--- config.mk ---
export PLATFORM = sky130hd
export DESIGN_NAME = vna_norm
export DESIGN_NICKNAME = d
export VERILOG_FILES = /design/src/rtl/assert_macros.svh /design/src/rtl/vna_pkg.sv /design/src/rtl/vna_norm.sv
export SDC_FILE = /design/constraint.sdc
export NUM_CORES = 2
export LEC_CHECK = 0
export BUFFER_PORTS_ARGS = -buffer_cell sky130_fd_sc_hd__buf_4
export CAP_MARGIN = 20
export CELL_PAD_IN_SITES_DETAIL_PLACEMENT = 0
export CELL_PAD_IN_SITES_GLOBAL_PLACEMENT = 1
export CORE_MARGIN = 2
export CORE_UTILIZATION = 51
export DETAILED_ROUTE_END_ITERATION = 7
export PLACE_DENSITY_LB_ADDON = 0.1
export SETUP_SLACK_MARGIN = 0.15
export SLEW_MARGIN = 10
export SYNTH_ARGS = -nofsm -noshare
export SYNTH_HDL_FRONTEND = slang
export SYNTH_SLANG_ARGS = --single-unit
--- constraint.sdc ---
create_clock -name clk -period 12.5 [get_ports clk]
set_input_delay 1.25 -clock clk [delete_from_list [all_inputs] [get_ports clk]]
set_output_delay 1.25 -clock clk [all_outputs]
set_load 0.02 [all_outputs]
--- src/rtl/assert_macros.svh ---
// ----------------------------------------------------------------------------
// Assertion macros
// Wraps concurrent assertions so that synthesis sees nothing of them.
// ----------------------------------------------------------------------------
`ifndef ASSERT_MACROS_SVH
`define ASSERT_MACROS_SVH
`ifndef SYNTHESIS
// Property checked at every clock edge outside reset.
`define VNA_ASSERT(lbl, prop, msg) \
	lbl: assert property (@(posedge clk) disable iff (!arst_n) prop) else $error(msg);
// Condition that must hold in the cycle after a trigger.
`define VNA_ASSERT_NEXT(lbl, pre, post, msg) \
	lbl: assert property (@(posedge clk) disable iff (!arst_n) pre |=> post) else $error(msg);
`else
`define VNA_ASSERT(lbl, prop, msg)
`define VNA_ASSERT_NEXT(lbl, pre, post, msg)
`endif
`endif

--- src/rtl/vna_pkg.sv ---
// ----------------------------------------------------------------------------
// vna_pkg
// Shared constants, command codes and types of the vertex normal accumulator.
// ----------------------------------------------------------------------------
`default_nettype none

package vna_pkg;

	localparam int VERTEX_COUNT_DEF = 256;
	localparam int COORD_BITS_DEF   = 16;

	localparam int CMD_W  = 2;
	localparam int IDX_W  = 8;
	localparam int POS_W  = 16;
	localparam int NORM_W = 16;
	localparam int SUM_W  = 40;

	// Normalizer widths: shifted magnitudes stay below 2^31, their squared
	// sum below 2^64, its root below 2^32, and a quotient is at most 2^14.
	localparam int MAG_W      = 31;
	localparam int SQ_W       = 64;
	localparam int LEN_W      = 32;
	localparam int QUO_W      = 15;
	localparam int UNIT_SHIFT = 14;

	localparam logic [QUO_W-1:0] UNIT_ONE = 15'd16384;

	localparam logic signed [SUM_W-1:0] SUM_MAX = {1'b0, {(SUM_W-1){1'b1}}};
	localparam logic signed [SUM_W-1:0] SUM_MIN = {1'b1, {(SUM_W-1){1'b0}}};

	localparam logic [CMD_W-1:0] CMD_LOAD  = 2'd0;
	localparam logic [CMD_W-1:0] CMD_TRI   = 2'd1;
	localparam logic [CMD_W-1:0] CMD_QUERY = 2'd2;
	localparam logic [CMD_W-1:0] CMD_NOP   = 2'd3;

	typedef struct packed {
		logic signed [SUM_W-1:0] x;
		logic signed [SUM_W-1:0] y;
		logic signed [SUM_W-1:0] z;
	} sum_vec_t;

	typedef struct packed {
		logic signed [NORM_W-1:0] x;
		logic signed [NORM_W-1:0] y;
		logic signed [NORM_W-1:0] z;
		logic                     zero;
	} norm_res_t;

	typedef struct packed {
		logic busy;
		logic done;
	} norm_status_t;

endpackage

`default_nettype wire

--- src/rtl/vna_norm.sv ---
// ----------------------------------------------------------------------------
// vna_norm
// Iterative normalizer: scales a sum vector to a Q1.14 unit vector.
// ----------------------------------------------------------------------------
`default_nettype none

module vna_norm import vna_pkg::*; (
	input  wire logic      clk,
	input  wire logic      arst_n,
	input  wire logic      start,
	input  wire sum_vec_t  sum,
	output norm_res_t      res,
	output norm_status_t   status
);

	localparam int SQP_W = 2 * MAG_W;
	localparam int NUM_W = MAG_W + QUO_W;

	localparam logic [2:0] N_IDLE  = 3'd0;
	localparam logic [2:0] N_MAX   = 3'd1;
	localparam logic [2:0] N_SHIFT = 3'd2;
	localparam logic [2:0] N_SQ    = 3'd3;
	localparam logic [2:0] N_SQRT  = 3'd4;
	localparam logic [2:0] N_DIV   = 3'd5;
	localparam logic [2:0] N_DONE  = 3'd6;

	logic [2:0]       state_q;
	logic [4:0]       cnt_q;
	logic [1:0]       comp_q;
	logic [2:0]       sign_q;
	logic [SUM_W-1:0] mag_q [3];
	logic [3:0]       k_q;
	logic [SQP_W-1:0] sq_q;
	logic [SQ_W-1:0]  acc_q;
	logic [SQ_W-1:0]  root_q;
	logic [SQ_W-1:0]  bit_q;
	logic [LEN_W-1:0] len_q;
	logic [LEN_W-1:0] rem_q;
	logic [QUO_W-1:0] quo_q;
	logic [QUO_W-1:0] lo_q;
	norm_res_t        res_q;

	logic [SUM_W-1:0]  m_max;
	logic [3:0]        k_calc;
	logic [MAG_W-1:0]  t_sel;
	logic [MAG_W-1:0]  sq_op;
	logic [SQ_W-1:0]   trial;
	logic              root_ge;
	logic [NUM_W-1:0]  num;
	logic [LEN_W:0]    rem2;
	logic              div_ge;
	logic [LEN_W:0]    rem_sub;
	logic [QUO_W-1:0]  q_full;
	logic [QUO_W-1:0]  q_clamp;
	logic [NORM_W-1:0] q_ext;
	logic [NORM_W-1:0] comp_val;

	function automatic logic [SUM_W-1:0] mag_of(input logic signed [SUM_W-1:0] v);
		mag_of = v[SUM_W-1] ? (~v + 1'b1) : v;
	endfunction

	// Largest magnitude and the right shift that brings it under 2^31.
	always_comb begin
		m_max = mag_q[0];
		if (mag_q[1] > m_max) begin
			m_max = mag_q[1];
		end
		if (mag_q[2] > m_max) begin
			m_max = mag_q[2];
		end
		k_calc = 4'd0;
		for (int i = 0; i < SUM_W - MAG_W; i++) begin
			if (m_max[MAG_W+i]) begin
				k_calc = 4'(i + 1);
			end
		end
	end

	always_comb begin
		case (cnt_q[1:0])
			2'd0:    sq_op = mag_q[0][MAG_W-1:0];
			2'd1:    sq_op = mag_q[1][MAG_W-1:0];
			default: sq_op = mag_q[2][MAG_W-1:0];
		endcase
		case (comp_q)
			2'd0:    t_sel = mag_q[0][MAG_W-1:0];
			2'd1:    t_sel = mag_q[1][MAG_W-1:0];
			default: t_sel = mag_q[2][MAG_W-1:0];
		endcase
	end

	// One square-root digit pair per cycle.
	assign trial   = root_q + bit_q;
	assign root_ge = acc_q >= trial;

	// Restoring division, one quotient bit per cycle. The rounding term
	// keeps the numerator below len * 2^15, so the quotient fits 15 bits.
	assign num      = {t_sel, {UNIT_SHIFT{1'b0}}} + NUM_W'(len_q >> 1);
	assign rem2     = {rem_q, lo_q[QUO_W-1]};
	assign div_ge   = rem2 >= {1'b0, len_q};
	assign rem_sub  = div_ge ? (rem2 - {1'b0, len_q}) : rem2;
	assign q_full   = {quo_q[QUO_W-2:0], div_ge};
	assign q_clamp  = (q_full > UNIT_ONE) ? UNIT_ONE : q_full;
	assign q_ext    = NORM_W'(q_clamp);
	assign comp_val = sign_q[comp_q] ? (~q_ext + 1'b1) : q_ext;

	always_ff @(posedge clk or negedge arst_n) begin
		if (!arst_n) begin
			state_q <= N_IDLE;
			cnt_q   <= '0;
			comp_q  <= '0;
		end else begin
			case (state_q)
				N_IDLE: begin
					if (start) begin
						state_q <= N_MAX;
					end
				end
				N_MAX: begin
					state_q <= (m_max == '0) ? N_DONE : N_SHIFT;
				end
				N_SHIFT: begin
					state_q <= N_SQ;
					cnt_q   <= '0;
				end
				N_SQ: begin
					if (cnt_q == 5'd3) begin
						state_q <= N_SQRT;
						cnt_q   <= '0;
					end else begin
						cnt_q <= cnt_q + 1'b1;
					end
				end
				N_SQRT: begin
					cnt_q <= cnt_q + 1'b1;
					if (cnt_q == 5'd31) begin
						state_q <= N_DIV;
						comp_q  <= '0;
					end
				end
				N_DIV: begin
					if (cnt_q == 5'(QUO_W)) begin
						cnt_q <= '0;
						if (comp_q == 2'd2) begin
							state_q <= N_DONE;
						end else begin
							comp_q <= comp_q + 1'b1;
						end
					end else begin
						cnt_q <= cnt_q + 1'b1;
					end
				end
				N_DONE: begin
					state_q <= N_IDLE;
				end
				default: begin
					state_q <= N_IDLE;
				end
			endcase
		end
	end

	always_ff @(posedge clk) begin
		case (state_q)
			N_IDLE: begin
				if (start) begin
					sign_q   <= {sum.z[SUM_W-1], sum.y[SUM_W-1], sum.x[SUM_W-1]};
					mag_q[0] <= mag_of(sum.x);
					mag_q[1] <= mag_of(sum.y);
					mag_q[2] <= mag_of(sum.z);
				end
			end
			N_MAX: begin
				k_q <= k_calc;
				res_q <= '{x: '0, y: '0, z: '0, zero: (m_max == '0)};
			end
			N_SHIFT: begin
				for (int i = 0; i < 3; i++) begin
					mag_q[i] <= mag_q[i] >> k_q;
				end
				acc_q <= '0;
			end
			N_SQ: begin
				if (cnt_q != 5'd3) begin
					sq_q <= SQP_W'(sq_op) * SQP_W'(sq_op);
				end
				if (cnt_q != 5'd0) begin
					acc_q <= acc_q + SQ_W'(sq_q);
				end
				root_q <= '0;
				bit_q  <= SQ_W'(1) << (SQ_W - 2);
			end
			N_SQRT: begin
				if (root_ge) begin
					acc_q  <= acc_q - trial;
					root_q <= (root_q >> 1) + bit_q;
				end else begin
					root_q <= root_q >> 1;
				end
				bit_q <= bit_q >> 2;
				if (cnt_q == 5'd31) begin
					len_q <= root_ge ? LEN_W'((root_q >> 1) + bit_q) : LEN_W'(root_q >> 1);
				end
			end
			N_DIV: begin
				if (cnt_q == 5'd0) begin
					rem_q <= LEN_W'(num[NUM_W-1:QUO_W]);
					lo_q  <= num[QUO_W-1:0];
					quo_q <= '0;
				end else begin
					rem_q <= rem_sub[LEN_W-1:0];
					lo_q  <= {lo_q[QUO_W-2:0], 1'b0};
					quo_q <= q_full;
					if (cnt_q == 5'(QUO_W)) begin
						case (comp_q)
							2'd0:    res_q.x <= comp_val;
							2'd1:    res_q.y <= comp_val;
							default: res_q.z <= comp_val;
						endcase
					end
				end
			end
			default: begin
			end
		endcase
	end

	assign res    = res_q;
	assign status = '{busy: (state_q != N_IDLE), done: (state_q == N_DONE)};

endmodule

`default_nettype wire

==> results.sh <==
export IMPL_fin_worst_skew_ns=0.0752
export IMPL_die_width_um=375
export IMPL_clkTransAtPathRegs_ns=0.06
export IMPL_fmax_mhz=88.7
export IMPL_synth_cell_type_count=84
export IMPL_start_util_pct=51.2
export IMPL_grt_pass1_wl_mm=354
export IMPL_min_period_over_period_pct=90.2
export IMPL_worst_pin_slew_ns=1.05
export IMPL_vias=58200
export IMPL_htreeDepth=2
export IMPL_place_gp_congestion=0.959
export IMPL_fill_cells=12600
export IMPL_cp_slowest_stage_delay_ns=0.80
export IMPL_ys_dominant_reg_cell="edfxtp_1"
export IMPL_reg2reg_from="cnt_q[0]$_DFFE_PN0P_"
export IMPL_tritoncts="done"
export IMPL_reg2reg_to="sq_q[61]$_DFFE_PP_"
export IMPL_cts_root_buf="clkbuf_16"
export IMPL_crit_type="register to register"
export IMPL_ff_latch_area_um2=15000
export IMPL_synthToLayoutAreaGrowth_pct=7.53
export IMPL_io_pins=174
export IMPL_holdCritPathClass="input pin to async pin"
export IMPL_rsz0062_at_grt="no"
export IMPL_cts_buffers=61
export IMPL_slew_headroom_pct=30.0
export IMPL_numPortBuffers=173
export IMPL_crit_required_ns=12.90
export IMPL_cts_sinks=500
export IMPL_dieArea_um2=141000
export IMPL_core_um2=137000
export IMPL_synth_seq_area_share_pct=21.3
export IMPL_end_kind="register"
export IMPL_cap_viol_max_count=0
export IMPL_setup_viol=0
export IMPL_synth_edf_count=490
export IMPL_antenna_found_initial=15
export IMPL_hold_viol=0
export IMPL_gr_total_overflow=0
export IMPL_synth_seq_cells=500
export IMPL_finalMaxSlewViolations=0
export IMPL_multi_input_area_um2=50100
export IMPL_drc=0
export IMPL_worstSetupStartpointType="register"
export IMPL_fin_crit_ns=11.28
export IMPL_grt_usage_pct=32.8
export IMPL_cts_resized=0
export IMPL_antenna_cells=0
export IMPL_clock_path_buffers=3
export IMPL_yosysTopAreaCell="fa_1"
export IMPL_std_cell_rows=136
export IMPL_detail_route_antenna_nets=0
export IMPL_cp_arrival_ns=11.68
export IMPL_cp_max_fo=34
export IMPL_ys_warn_count=0
export IMPL_slowest_stage="clkinv_1"
export IMPL_hpwl_mm=183
export IMPL_grt_max_degree=95
export IMPL_grt_pass1_vias=58600
export IMPL_tns_ns=0
export IMPL_ff2ff_path_depth=34
export IMPL_num_nets_final=9216
export IMPL_reg2reg_slack_ns=1.22
export IMPL_status="complete, no violations"
export IMPL_synthTopCellsByArea="fa_1 (21%), edfxtp_1 (21%), ha_1 (11%)"
export IMPL_die_y_um=375
export IMPL_syn_instance_count=7737
export IMPL_netlist_area_leader_share_pct=21.4
export IMPL_dr_first_iter_drc_count=5531
export IMPL_wl_per_cell_um=24.1
export IMPL_async_flop_share_pct=2.00
export IMPL_cts_setup_buffers=0
export IMPL_ctsHoldBuffers=0
export IMPL_wl_mm=232
export IMPL_insertion_delay_ns=0.73
export IMPL_syn_area_um2=70200
export IMPL_cpMostUsedCell="fa_1"
export IMPL_avgSynthCellArea_um2=9.08
export IMPL_drive_gt1_share_pct=6.94
export IMPL_viasPerCell=6.06
export IMPL_dr_pass1_iters=6
critical path: cells and delay by family, from the launching register on:
family / cells / cell delay (ns)
compound gates: 7 / 1.95
xor+xnor: 1 / 0.15
fa+ha+maj: 10 / 4.60
buf+inv: 9 / 1.95
flops: 1 / 0.42
simple gates: 7 / 1.85
how the worst max path moves through the flow:
stage                               startpoint                  to  slack (ns)
after floorplan           cnt_q[0]$_DFFE_PN0P_  sq_q[60]$_DFFE_PP_        3.14
after global placement    cnt_q[0]$_DFFE_PN0P_  sq_q[61]$_DFFE_PP_        1.81
after detailed placement  cnt_q[0]$_DFFE_PN0P_  sq_q[61]$_DFFE_PP_        1.53
after CTS                 cnt_q[0]$_DFFE_PN0P_  sq_q[61]$_DFFE_PP_        1.46
after global routing      cnt_q[0]$_DFFE_PN0P_  sq_q[59]$_DFFE_PP_        0.57
final                     cnt_q[0]$_DFFE_PN0P_  sq_q[61]$_DFFE_PP_        1.22
metal layers:
layer	GRT usage [%]	routed length [µm]	share of wire [%]	vias up
li1	-	-	-	26600
met1	45.1	98600	43	28700
met2	52.5	106000	46	2371
met3	6.49	19600	8.4	424
met4	9.55	7500	3.2	16
met5	0	105	0.045	-
flip-flops by register name, summed over array words and instances, names as in the netlist:
signal   cells
mag_q      120
acc_q       64
root_q      64
sq_q        61
res         49
bit_q       32
len_q       32
rem_q       32
lo_q        15
quo_q       14
cnt_q        5
k_q          4
sign_q       3
state_q      3
comp_q       2
cells in the final DEF (no fill, tap or decap), drive strengths merged, types with 24 or more instances in the layout:
cell type / n
inv: 1080
nand2: 760
fa: 752
ha: 593
nor2: 593
a21oi: 529
edfxtp: 490
o21ai: 323
buf: 282
xor2: 275
a21o: 205
xnor2: 202
and2: 115
mux2i: 102
a31oi: 100
a211oi: 95
o22ai: 91
nor3: 85
nor2b: 80
nand3: 76
clkbuf: 75
nand4: 71
mux4: 70
o31ai: 66
o21bai: 57
and3: 50
a22o: 49
nand2b: 49
nor4: 45
or3: 38
clkinv: 35
o21a: 32
or4: 29
or2: 24
per-stage QoR:
stage               hold WS [ns]  worst slack [ns]  area [µm²]  utilization [%]  instances
finish                     0.366              1.22       75500             55.1       9594
global route               0.344             0.568       75500             55.1       9594
CTS                        0.316              1.46       75500             55.1       9593
detailed placement         0.520              1.53       73500             53.6       9478
global placement           0.509              1.81       73500             53.6       9478
floorplan                  0.491              3.14       70300                -       7738
cells by family (layout without fill, tap and decap cells):
| logic type | count (synthesis) | count (layout) | share of synthesized area [%] |
|---|---|---|---|
| xor gates and xnor gates | 477 | 477 | 5.95 |
| AOI/OAI and AO/OA | 1765 | 1765 | 16.0 |
| buffers and inverters | 1421 | 1483 | 7.59 |
| adders and majority gates | 1345 | 1345 | 32.0 |
| and+or+nand+nor | 2039 | 2039 | 13.2 |
| other | 1 | 2 | 0.00534 |
| DFF | 500 | 500 | 21.3 |
| muxes | 189 | 189 | 3.97 |
Yosys cell counts, types with 32 or more instances:
cell type	instances
ha_1	593
edfxtp_1	490
nand3_1	76
clkbuf_1	279
o21ai_0	321
or3_1	37
a31oi_1	100
nor4_1	45
o21bai_1	57
a211oi_1	95
fa_1	752
o31ai_1	65
o21a_1	32
xnor2_1	202
o22ai_1	91
inv_1	1078
and2_1	114
nand4_1	71
a22o_1	49
nand2b_1	49
and3_1	50
nor3_1	85
a21o_1	205
xor2_1	275
a21oi_1	529
mux4_2	70
buf_1	56
nor2_1	593
mux2i_1	102
nand2_1	760
nor2b_1	80
final cells by class:
class | count | share of cell area, %
tap | 1794 | 2.97
multi-input combinational | 5817 | 66.3
inverter | 1085 | 5.39
sequential | 500 | 19.8
timing repair buffer | 283 | 2.84
clock buffer | 74 | 2.09
clock inverter | 41 | 0.615
Power is not shown: default switching activity piles up to over one toggle a cycle in this logic, so the estimate is an artifact.
